File: config.mk
export PLATFORM = sky130hd
export DESIGN_NAME = seven_segment_digit_serializer
export DESIGN_NICKNAME = d
export VERILOG_FILES = /design/src/hw/rtl/ssds_pkg.sv /design/src/hw/rtl/ssds_digit_pipe.sv /design/src/hw/rtl/seven_segment_digit_serializer.sv
export SDC_FILE = /design/constraint.sdc
export NUM_CORES = 1
export LEC_CHECK = 0
export BUFFER_PORTS_ARGS = -buffer_cell sky130_fd_sc_hd__buf_4
export CAP_MARGIN = 5
export CORE_AREA = 2 2 160 162
export CTS_BUF_LIST = sky130_fd_sc_hd__clkbuf_16
export DETAILED_ROUTE_END_ITERATION = 10
export DIE_AREA = 0 0 162 164
export HOLD_SLACK_MARGIN = 0.03
export PLACE_DENSITY = 0.75
export SYNTH_ARGS = -nofsm -noshare
export SYNTH_HDL_FRONTEND = slang
export SYNTH_SLANG_ARGS = --single-unit
File: constraint.sdc
create_clock -name clock -period 6.89 [get_ports clock]
set_input_delay 0.689 -clock clock [delete_from_list [all_inputs] [get_ports clock]]
set_output_delay 0.689 -clock clock [all_outputs]
set_load 0.02 [all_outputs]
File: src/hw/rtl/ssds_pkg.sv
// Shared types, constants and lookup functions for the seven-segment digit serializer.
package ssds_pkg;

   localparam int VALUE_WIDTH = 14;
   localparam int FRAME_BITS = 16;
   localparam int COUNT_WIDTH = 4;
   localparam int RECIP_WIDTH = 24;
   localparam int RECIP_SHIFT = 23;
   localparam int TENTH_WIDTH = 10;

   localparam logic [VALUE_WIDTH-1:0] VALUE_MAX = 14'd9999;
   localparam logic [7:0] SELECT_BASE = 8'h08;
   localparam logic [15:0] TENTH_RECIP = 16'd52429;
   localparam int TENTH_SHIFT = 19;

   localparam logic CSR_VALUE_HIGH = 1'b0;
   localparam logic CSR_VALUE_LOW = 1'b1;

   localparam logic [1:0] POS_THOUSANDS = 2'd0;
   localparam logic [1:0] POS_HUNDREDS = 2'd1;
   localparam logic [1:0] POS_TENS = 2'd2;
   localparam logic [1:0] POS_UNITS = 2'd3;

   typedef struct packed {
      logic disp;
      logic blank;
      logic [FRAME_BITS-1:0] frame;
   } frame_type;

   // Active-low segment pattern, gfedcba order.
   function automatic logic [7:0] seg_pattern(input logic [3:0] digit);
      logic [7:0] pat;
      case (digit)
         4'd0: pat = 8'hC0;
         4'd1: pat = 8'hF9;
         4'd2: pat = 8'hA4;
         4'd3: pat = 8'hB0;
         4'd4: pat = 8'h99;
         4'd5: pat = 8'h92;
         4'd6: pat = 8'h82;
         4'd7: pat = 8'hF8;
         4'd8: pat = 8'h80;
         4'd9: pat = 8'h90;
         default: pat = 8'hFF;
      endcase
      return pat;
   endfunction

   // 2^23 / 10^(3-pos), rounded up; exact floor for values up to 9999.
   function automatic logic [RECIP_WIDTH-1:0] scale_recip(input logic [1:0] pos);
      logic [RECIP_WIDTH-1:0] r;
      case (pos)
         POS_THOUSANDS: r = 24'd8389;
         POS_HUNDREDS: r = 24'd83887;
         POS_TENS: r = 24'd838861;
         POS_UNITS: r = 24'd8388608;
         default: r = 24'd8388608;
      endcase
      return r;
   endfunction

endpackage

File: src/hw/rtl/ssds_digit_pipe.sv
// Three-stage digit extraction and frame build: scale, split off tens, pattern lookup.
module ssds_digit_pipe import ssds_pkg::*; (
   input  logic clock,
   input  logic reset,
   input  logic in_valid,
   output logic in_ready,
   input  logic in_disp,
   input  logic [1:0] in_pos,
   input  logic [VALUE_WIDTH-1:0] in_value,
   output logic out_valid,
   input  logic out_ready,
   output frame_type out_frame
);

   logic s1_valid_ff, s2_valid_ff, s3_valid_ff;
   logic s1_disp_ff, s2_disp_ff, s3_disp_ff;
   logic [1:0] s1_pos_ff, s2_pos_ff, s3_pos_ff;
   logic [VALUE_WIDTH-1:0] s1_value_ff;
   logic [VALUE_WIDTH-1:0] s2_scaled_ff, s3_scaled_ff;
   logic [TENTH_WIDTH-1:0] s3_tenths_ff;

   logic s1_ready, s2_ready, s3_ready;
   logic [VALUE_WIDTH-1:0] s1_value_in, s2_scaled_in;
   logic [TENTH_WIDTH-1:0] s3_tenths_in;
   logic [VALUE_WIDTH+RECIP_WIDTH-1:0] scale_prod;
   logic [VALUE_WIDTH+15:0] tenth_prod;
   logic [VALUE_WIDTH-1:0] ten_times, digit_wide;
   logic [3:0] digit;

   assign s3_ready = !s3_valid_ff || out_ready;
   assign s2_ready = !s2_valid_ff || s3_ready;
   assign s1_ready = !s1_valid_ff || s2_ready;
   assign in_ready = s1_ready;

   assign s1_value_in = (in_value > VALUE_MAX) ? VALUE_MAX : in_value;

   assign scale_prod = (VALUE_WIDTH+RECIP_WIDTH)'(s1_value_ff)
                     * (VALUE_WIDTH+RECIP_WIDTH)'(scale_recip(s1_pos_ff));
   assign s2_scaled_in = scale_prod[RECIP_SHIFT +: VALUE_WIDTH];

   assign tenth_prod = (VALUE_WIDTH+16)'(s2_scaled_ff) * (VALUE_WIDTH+16)'(TENTH_RECIP);
   assign s3_tenths_in = tenth_prod[TENTH_SHIFT +: TENTH_WIDTH];

   assign ten_times = VALUE_WIDTH'({s3_tenths_ff, 3'b000}) + VALUE_WIDTH'({s3_tenths_ff, 1'b0});
   assign digit_wide = s3_scaled_ff - ten_times;
   assign digit = digit_wide[3:0];

   assign out_valid = s3_valid_ff;
   assign out_frame.disp = s3_disp_ff;
   assign out_frame.blank = (s3_pos_ff == POS_THOUSANDS) && (digit == 4'd0);
   assign out_frame.frame = {seg_pattern(digit), SELECT_BASE >> s3_pos_ff};

   always_ff @(posedge clock) begin
      if (reset) begin
         s1_valid_ff <= 1'b0;
         s2_valid_ff <= 1'b0;
         s3_valid_ff <= 1'b0;
      end else begin
         if (s1_ready) s1_valid_ff <= in_valid;
         if (s2_ready) s2_valid_ff <= s1_valid_ff;
         if (s3_ready) s3_valid_ff <= s2_valid_ff;
      end
   end

   always_ff @(posedge clock) begin
      if (s1_ready) begin
         s1_disp_ff <= in_disp;
         s1_pos_ff <= in_pos;
         s1_value_ff <= s1_value_in;
      end
      if (s2_ready) begin
         s2_disp_ff <= s1_disp_ff;
         s2_pos_ff <= s1_pos_ff;
         s2_scaled_ff <= s2_scaled_in;
      end
      if (s3_ready) begin
         s3_disp_ff <= s2_disp_ff;
         s3_pos_ff <= s2_pos_ff;
         s3_scaled_ff <= s2_scaled_ff;
         s3_tenths_ff <= s3_tenths_in;
      end
   end

endmodule

File: src/hw/rtl/seven_segment_digit_serializer.sv
// Top level: display value registers, digit pipeline and 16-bit frame serializer.
//
//  channel | direction | tdata / data              | tuser / index    | tlast
//  --------+-----------+---------------------------+------------------+------------
//  req_    | in        | [1:0] digit_position      | target_display   | -
//  rsp_    | out       | [3:0] bit_index,[4] serial | display_select   | latch_after
//  csr_    | in        | [13:0] value              | 0 high, 1 low    | -
//
// A request transaction is registered in stages s1, s2 and s3 before it
// reaches the serializer. Each frame then streams 16 response transactions,
// one per cycle while rsp_tready is high; the one-bit response port sets the rate.
// Requests for a blank thousands digit produce no responses and are dropped.
// Up to three requests queue in the pipeline while a frame is streaming.
// Reset is synchronous and clears the value registers and all valid flags.
module seven_segment_digit_serializer import ssds_pkg::*; (
   input  logic clock,
   input  logic reset,
   input  logic req_tvalid,
   output logic req_tready,
   input  logic [7:0] req_tdata,   // [1:0] digit_position, [7:2] zero
   input  logic req_tuser,         // [0] target_display
   output logic rsp_tvalid,
   input  logic rsp_tready,
   output logic [7:0] rsp_tdata,   // [3:0] bit_index, [4] serial_data, [7:5] zero
   output logic rsp_tuser,         // [0] display_select
   output logic rsp_tlast,
   input  logic csr_valid,
   output logic csr_ready,
   input  logic csr_index,
   input  logic [VALUE_WIDTH-1:0] csr_data
);

   logic [VALUE_WIDTH-1:0] value_high_ff, value_low_ff;
   logic ser_valid_ff, ser_disp_ff;
   logic [FRAME_BITS-1:0] ser_frame_ff;
   logic [COUNT_WIDTH-1:0] ser_count_ff;

   logic pipe_valid, pipe_ready, ser_load, ser_done;
   frame_type pipe_frame;

   assign csr_ready = 1'b1;

   always_ff @(posedge clock) begin
      if (reset) begin
         value_high_ff <= '0;
         value_low_ff <= '0;
      end else if (csr_valid && csr_ready) begin
         case (csr_index)
            CSR_VALUE_HIGH: value_high_ff <= csr_data;
            CSR_VALUE_LOW: value_low_ff <= csr_data;
            default: ;
         endcase
      end
   end

   ssds_digit_pipe u_digit_pipe (
      .clock     (clock),
      .reset     (reset),
      .in_valid  (req_tvalid),
      .in_ready  (req_tready),
      .in_disp   (req_tuser),
      .in_pos    (req_tdata[1:0]),
      .in_value  (req_tuser ? value_low_ff : value_high_ff),
      .out_valid (pipe_valid),
      .out_ready (pipe_ready),
      .out_frame (pipe_frame)
   );

   assign ser_done = rsp_tvalid && rsp_tready && rsp_tlast;
   assign pipe_ready = pipe_frame.blank || !ser_valid_ff || ser_done;
   assign ser_load = pipe_valid && !pipe_frame.blank && (!ser_valid_ff || ser_done);

   always_ff @(posedge clock) begin
      if (reset) begin
         ser_valid_ff <= 1'b0;
      end else if (ser_load) begin
         ser_valid_ff <= 1'b1;
      end else if (ser_done) begin
         ser_valid_ff <= 1'b0;
      end
   end

   always_ff @(posedge clock) begin
      if (ser_load) begin
         ser_disp_ff <= pipe_frame.disp;
         ser_frame_ff <= pipe_frame.frame;
         ser_count_ff <= '0;
      end else if (rsp_tvalid && rsp_tready) begin
         ser_frame_ff <= {ser_frame_ff[FRAME_BITS-2:0], 1'b0};
         ser_count_ff <= ser_count_ff + 1'b1;
      end
   end

   assign rsp_tvalid = ser_valid_ff;
   assign rsp_tdata = {3'b000, ser_frame_ff[FRAME_BITS-1], ser_count_ff};
   assign rsp_tuser = ser_disp_ff;
   assign rsp_tlast = (ser_count_ff == COUNT_WIDTH'(FRAME_BITS - 1));

   a_count_steps: assert property (@(posedge clock) disable iff (reset)
      (rsp_tvalid && rsp_tready && !rsp_tlast)
      |=> (rsp_tvalid && ser_count_ff == $past(ser_count_ff) + 1'b1))
      else $error("serializer count did not advance");

   a_select_onehot: assert property (@(posedge clock) disable iff (reset)
      ser_load |=> ($onehot(ser_frame_ff[3:0]) && ser_frame_ff[7:4] == 4'h0
                    && ser_count_ff == '0))
      else $error("loaded frame has a bad digit-select byte");

   a_frame_holds: assert property (@(posedge clock) disable iff (reset)
      (rsp_tvalid && !rsp_tready) |=> ($stable(ser_frame_ff) && $stable(ser_count_ff)))
      else $error("frame moved while response stalled");

   a_no_load_midframe: assert property (@(posedge clock) disable iff (reset)
      (ser_load && ser_valid_ff) |-> ser_done)
      else $error("frame overwritten before its last bit was taken");

endmodule
==> impl_summary.txt, run 1 <==
----------------------------------------------------
[Clocking]
  Clk sink count ... 97
  Max Root-Sink Buffers ... 2
  TritonCTS clock tree ... done
  Clock latency reported for the late side of the worst-skew pair ... 0.36 ns
  Clock root buffer ... clkbuf_16
  # H-tree levels ... 3
  Number of buffers created by CTS ... 9
  Clock slew at reported path FFs ... 0.07 ns

[Worst setup path]
  Critical R2R Launch ... u_digit_pipe.s1_pos_ff[0]
  Worst Path Required ... 6.99 ns
  Category of the most critical setup path ... register to register
  Register-to-register setup slack ... 0.31 ns
  Crit. End Element ... register
  Largest fanout on the critical path ... 8
  Critical path arrival ... 6.68 ns
  Reg-to-Reg End ... u_digit_pipe.s2_scaled_ff[12]
  Type of origin of the critical path ... register
  Number of cells on the worst reg-to-reg path ... 23

[GRT]
  Remaining global-route overflow ... 0
  Pin count of the biggest net entering global routing ... 33
  Overall fraction of global-route tracks in use ... 24.15%
  Initial antenna violation count ... 1
  Vias in the first global route ... 10440
  Global-route wire length before repair ... 50.31 mm

[Cells and area]
  Net count reported at finish ... 2001
  Synthesis-to-layout area growth ... 6.991%
  Antenna diode count ... 0
  Final cell utilization of the core ... 62.65%
  Ratio of cells with drive above 1 in the final layout ... 7.124%

[Logic synthesis]
  Cell accounting for the most synthesized area ... fa_1
  Number of distinct standard cells referenced by the synthesized netlist ... 69
  Async set-reset flop share out of synthesis ... 0%
  Most frequent cells after synthesis ... inv_1 (360), ha_1 (237), fa_1 (224), nand2_1 (147), a21oi_1 (71)
  Top post-synthesis cells by area ... fa_1 (31%), ha_1 (20%), edfxtp_1 (13%)
  Number of synthesized flops with an enable pin ... 61
  Warnings, synthesis ... 0
  Gate count after technology mapping ... 1470
  Post-synthesis register bit count ... 97
  Sequential fraction of the synthesis area ... 17.56%
  Most used flip-flop cell after synthesis ... edfxtp_1
  Synthesized area ... 14530 µm²
  Most repeated cell in the gate-level netlist after synthesis ... inv_1
  Mean Syn Cell Area ... 9.886 µm²
  Fraction of synthesized cell area taken by the top area cell type ... 30.86%

[STA]
  Max Freq ... 0.1520 GHz
  Unrepaired setup endpoints after global routing ... false
  Tightest Pin Transition ... 0.9915 ns
  Number of pins with negative max-slew slack in the final report ... 0
  Smallest hold slack ... 0.4221 ns
  Post-layout min period ... 6.579 ns
  Final hold violation count ... 0
  Final count of negative-setup-slack endpoints ... 0
  Final critical-path share of the clock period ... 95.49%
  Worst clock skew ... 0.01646 ns
  Total negative setup slack ... 0 ns
  Worst rel slew slack ... 33.70%

[Routing]
  Average routed wire per standard cell ... 16.38 µm
  DR DRC count ... 0
  Number of vias per cell ... 5.314
  Count of TritonRoute iterations in the first routing pass ... 5
  DR vias ... 9810
  Antenna Nets Post-Route ... 0
  Final Routed Wirelength ... 30.24 mm
  First DRT Iteration DRCs ... 638

[Flow run]
  Max_cap viols ... 0

[Floorplanning]
  Die height ... 164 µm
  Chip Width ... 162 µm
  # rows ... 58
  Std-Cell Core Area ... 24820 µm²
  Die Area ... 26570 µm²
  # IOs ... 42
  Initial standard-cell utilization of the core ... 58.56%

[Min path]
  Hold depth ... 0
  Startpoint of the most critical hold path ... u_digit_pipe.s2_pos_ff[1]
  Type of the worst min-delay path ... register to register
  End point of the most critical hold path ... u_digit_pipe.s3_pos_ff[1]

[Placement]
  DPL Wire Length ... 26.28 mm
  Number of buffers inserted by port buffering ... 31
  GP Congestion ... 0.9541

[Power and ir drop]
  Cell area power density ... 179.6 nW/µm²
  Overall power ... 0.002792 W
  Maximum vdd ir drop ... 0.1726 mV
  Pleak ... 8.511 nW

[Run status]
  Outcome ... finished clean

----------------------------------------------------
[through the flow]
| stage | area [µm²] | worst slack (ns) | instances |
|---|---|---|---|
| 6_report | 15550 | 0.3108 | 1846 |
| 4_1_cts | 15520 | 0.2374 | 1845 |
| 3_3_place_gp | 15230 | 0.2805 | 1829 |
| 3_5_place_dp | 15230 | 0.2972 | 1829 |
| 5_1_grt | 15550 | 0.002718 | 1846 |
| 2_1_floorplan | 14540 | 0.3137 | 1472 |
[registers in the layout, indices dropped and copies added, names as in the netlist, 2 cells and up]
name	count
ser_count_ff	4
ser_frame_ff	16
u_digit_pipe.s1_pos_ff	2
u_digit_pipe.s1_value_ff	14
u_digit_pipe.s2_pos_ff	2
u_digit_pipe.s2_scaled_ff	14
u_digit_pipe.s3_pos_ff	2
u_digit_pipe.s3_scaled_ff	4
u_digit_pipe.s3_tenths_ff	3
value_high_ff	14
value_low_ff	14
[worst max-delay path by stage]
stage,startpoint,to,slack (ns)
floorplan,u_digit_pipe.s1_pos_ff[0],u_digit_pipe.s2_scaled_ff[11],0.31
global placement,u_digit_pipe.s1_pos_ff[0],u_digit_pipe.s2_scaled_ff[11],0.28
detailed placement,u_digit_pipe.s1_pos_ff[0],u_digit_pipe.s2_scaled_ff[11],0.30
CTS,u_digit_pipe.s1_pos_ff[0],u_digit_pipe.s2_scaled_ff[12],0.24
global route,u_digit_pipe.s1_pos_ff[0],u_digit_pipe.s2_scaled_ff[12],0.003
finish,u_digit_pipe.s1_pos_ff[0],u_digit_pipe.s2_scaled_ff[12],0.31
[power breakdown]
part	switching [W]	leakage [nW]	internal, W
combinational	0.000919	7.40	0.000631
clock	0.000227	0.152	0.000271
sequential	0.0000662	0.963	0.000679
[metal layers]
metal  global-route usage [%]  routed length (µm)  up-vias
li1                         -                   -     4722
met1                    31.50               13400     4823
met2                    42.30               14870      220
met3                    4.141                1371       45
met4                    5.712                 594        0
met5                        0                   0        -
[repair_timing]
action                     4_1_cts  5_1_grt
setup endpoints to repair        0        7
hold buffers                     0        0
resized for setup                0        6
setup buffers                    0        1
[cells in the final DEF, fill, tap and decap left out, types with 19 or more instances in the layout]
cell      synthesis  routed
xnor2_1          19      19
fa_1            224     224
a21oi_1          71      69
ha_1            237     235
nand2_1         147     146
inv_1           360     361
edfxtp_1         61      61
buf_4             5      57
dfxtp_1          36      36
nand3_1          20      20
o21ai_0          22      21
and2_1           41      41
nor2_1           27      27
[cells by family (layout without fill, tap and decap cells)]
kind of cell / count (synthesis) / after routing / synth area share (%)
adders and majority gates: 461 / 461 / 51.26
buffers and inverters: 392 / 436 / 10.37
and+or+nand+nor: 302 / 302 / 9.901
AOI/OAI and AO/OA: 167 / 167 / 7.594
DFF: 97 / 97 / 17.56
xor gates and xnor gates: 34 / 34 / 2.204
muxes: 15 / 15 / 1.050
other: 2 / 4 / 0.05168
[area by class of cell]
class	instances	area, µm²
tap	330	412.9
fill	2000	9270
clock inverter	6	45.04
sequential	97	2552
multi-input combinational	983	10500
timing repair buffer	57	427.9
inverter	363	1363
clock buffer	10	250.2
[critical path, stage by stage (launching register included)]
cell and delay, ns:
edfxtp_1 0.51, inv_1 0.14, ha_2 0.44, buf_4 0.19, nand2_1 0.15, fa_1 0.45
inv_1 0.09, fa_1 0.47, fa_1 0.51, fa_1 0.46, fa_1 0.54, inv_1 0.09
fa_1 0.54, inv_1 0.04, ha_1 0.31, buf_4 0.16, nand2_1 0.08, o2111ai_1 0.13
a211oi_1 0.18, buf_4 0.15, o221ai_2 0.13, a31oi_4 0.31, o21ai_2 0.10, xor2_1 0.15
(Power assumes the default switching activity.)
==> run 2: changes to the inputs <==
--- a/config.mk
+++ b/config.mk
@@ -13,6 +13,7 @@
 export DIE_AREA = 0 0 162 164
 export HOLD_SLACK_MARGIN = 0.03
 export PLACE_DENSITY = 0.75
+export RECOVER_POWER = 25
 export SYNTH_ARGS = -nofsm -noshare
 export SYNTH_HDL_FRONTEND = slang
 export SYNTH_SLANG_ARGS = --single-unit
==> run 2 against run 1 <==
Net effect: flip-flop and latch count unchanged; clock skew about the same; power decreased by 0.11%; via count about the same; worst hold slack about the same; combinational power about the same; count of clock-buffer cells in the layout unchanged; non-clock buffer count unchanged; sequential power about the same; final area decreased by 0.17%; register-to-register slack improved by 0.02 ns; critical endpoint unchanged; largest cell class unchanged.
==> impl_summary.txt, run 2 (synthesis gave the netlist of run 1 again) <==
----------------------------------------------------
[Routing]
  First DRT Iteration DRCs ... 631 (-1.1%)
  DR DRC count ... 0 (unchanged)
  Number of vias per cell ... 5.313 (about the same)
  Count of TritonRoute iterations in the first routing pass ... 5 (unchanged)
  DR vias ... 9808 (-0.020%)
  Final Routed Wirelength ... 30.23 mm (about the same)
  Average routed wire per standard cell ... 16.38 µm (about the same)
  Antenna Nets Post-Route ... 0 (unchanged)

[Floorplanning]
  Chip Width ... 162 µm (unchanged)
  # rows ... 58 (unchanged)
  Std-Cell Core Area ... 24820 µm² (unchanged)
  Initial standard-cell utilization of the core ... 58.56% (unchanged)
  # IOs ... 42 (unchanged)
  Die height ... 164 µm (unchanged)
  Die Area ... 26570 µm² (unchanged)

[Cells and area]
  Net count reported at finish ... 2001 (unchanged)
  Commonest non-fill, non-tap cells in the layout ... inv_1 (361), ha_1 (235), fa_1 (224)
  Max reg flops ... 16 (unchanged)
  Fill cell total of the finished layout ... 2004 (+0.20%)
  Antenna diode count ... 0 (unchanged)
  Register with the most flip-flops ... ser_frame_ff
  Leading cell type in the layout, fill and taps excluded ... inv_1
  Ratio of cells with drive above 1 in the final layout ... 6.596% (-0.53 points)
  Synthesis-to-layout area growth ... 6.810%

[Worst setup path]
  Critical path arrival ... 6.65 ns (-0.03 ns)
  Worst Path Required ... 6.99 ns (about the same)
  Crit. End Element ... register
  Category of the most critical setup path ... register to register
  Largest fanout on the critical path ... 8 (unchanged)
  Type of origin of the critical path ... register

[Placement]
  Worst setup slack before clock tree synthesis ... 0.2972 ns (unchanged)
  Number of buffers inserted by port buffering ... 31 (unchanged)
  GP Congestion ... 0.9541 (unchanged)
  DPL Wire Length ... 26.28 mm (unchanged)

[Clocking]
  Clock slew at reported path FFs ... 0.07 ns (about the same)
  Clk sink count ... 97 (unchanged)
  # H-tree levels ... 3 (unchanged)
  Number of buffers created by CTS ... 9 (unchanged)
  Clock root buffer ... clkbuf_16
  Clock latency reported for the late side of the worst-skew pair ... 0.36 ns (about the same)
  Max Root-Sink Buffers ... 2 (unchanged)
  Post-cts hold buffer count ... 0 (unchanged)
  TritonCTS clock tree ... done

[GRT]
  Initial antenna violation count ... 1 (unchanged)
  Overall fraction of global-route tracks in use ... 24.15% (unchanged)
  Remaining global-route overflow ... 0 (unchanged)
  Vias in the first global route ... 10440 (unchanged)
  Pin count of the biggest net entering global routing ... 33 (unchanged)
  Global-route wire length before repair ... 50.31 mm (unchanged)

[Power and ir drop]
  Maximum vdd ir drop ... 0.1725 mV (about the same)
  Cell area power density ... 179.7 nW/µm² (about the same)
  Pleak ... 8.484 nW (-0.31%)

[STA]
  Tightest Pin Transition ... 1.109 ns (+0.1173 ns)
  Number of pins with negative max-slew slack in the final report ... 0 (unchanged)
  Final hold violation count ... 0 (unchanged)
  Unrepaired setup endpoints after global routing ... false
  Worst rel slew slack ... 26.08% (-7.6 points)
  Max Freq ... 0.1525 GHz (+0.36%)
  Final critical-path share of the clock period ... 95.15% (-0.34 points)
  Final count of negative-setup-slack endpoints ... 0 (unchanged)
  Worst clock skew ... 0.01646 ns (+0.0000002000 ns)
  Total negative setup slack ... 0 ns (unchanged)
  Post-layout min period ... 6.556 ns (-0.02335 ns)
  Worst setup slack after layout ... 0.3342 ns (+0.02335 ns)

[Min path]
  Type of the worst min-delay path ... register to register

[Flow run]
  Max_cap viols ... 0 (unchanged)

[Run status]
  Outcome ... finished clean

----------------------------------------------------
[run 2: cell count changes in the layout (fill, tap and decap cells not counted)]
cell / previous run / this run
clkbuf_4: 0 / 2
mux2_1: 1 / 2
buf_4: 57 / 48
mux2_2: 1 / 0
clkbuf_1: 0 / 7
[run 2: repair_timing]
action,4_1_cts,5_1_grt
endpoints found under the setup margin,0,7
setup buffers,0,1
resized for setup,0,6
[run 2: final cells by class]
cell class / count / area (µm²) / share of cell area, %
sequential: 97 / 2552 / 16.44
multi-input combinational: 983 / 10500 / 67.63
clock buffer: 10 / 250.2 / 1.612
timing repair buffer: 57 / 401.6 / 2.587
clock inverter: 6 / 45.04 / 0.2902
tap: 330 / 412.9 / 2.660
inverter: 363 / 1363 / 8.778
[run 2: metrics by stage]
stage	area [µm²]	total power (W)	util (%)	instances	hold WS, ns
after floorplan	14540	0.001914	-	1472	0.4003
after global placement	15230	0.002232	61.36	1829	0.4024
after detailed placement	15230	0.002298	61.36	1829	0.4057
after CTS	15520	0.002809	62.55	1845	0.4230
after global routing	15520	0.003083	62.54	1846	0.4325
final	15520	0.002789	62.54	1846	0.4220
[run 2: worst paths after layout]
kind / slack [ns] / startpoint / cells past startpoint / to
setup / recovery: 0.33 / u_digit_pipe.s1_pos_ff[0] / 23 / u_digit_pipe.s2_scaled_ff[12]
hold / removal: 0.42 / u_digit_pipe.s2_pos_ff[1] / 0 / u_digit_pipe.s3_pos_ff[1]
setup reg to reg: 0.33 / u_digit_pipe.s1_pos_ff[0] / 23 / u_digit_pipe.s2_scaled_ff[12]
hold reg to reg: 0.42 / u_digit_pipe.s2_pos_ff[1] / 0 / u_digit_pipe.s3_pos_ff[1]
[run 2: worst max-delay path, stage by stage, from the launching register on]
cell	delay, ns
edfxtp_1	0.49
inv_1	0.13
ha_2	0.44
buf_4	0.19
nand2_1	0.15
fa_1	0.45
inv_1	0.09
fa_1	0.47
fa_1	0.51
fa_1	0.46
fa_1	0.54
inv_1	0.09
fa_1	0.54
inv_1	0.04
ha_1	0.31
buf_4	0.16
nand2_1	0.08
o2111ai_1	0.13
a211oi_1	0.18
buf_4	0.15
o221ai_2	0.13
a31oi_4	0.31
o21ai_2	0.10
xor2_1	0.15
[run 2: per-layer routing]
layer  global-route usage, %  wire, µm
met3                   4.141      1433
met4                   5.712       597
met1                   31.50     13360
met5                       0         0
met2                   42.30     14840
[run 2: power by group]
group          internal (W)  total [W]  switching (W)  leakage (nW)
registers          0.000679   0.000745      0.0000661         0.963
clock network      0.000271   0.000497       0.000226         0.152
logic              0.000629    0.00155       0.000918          7.37
total               0.00158    0.00279        0.00121          8.48
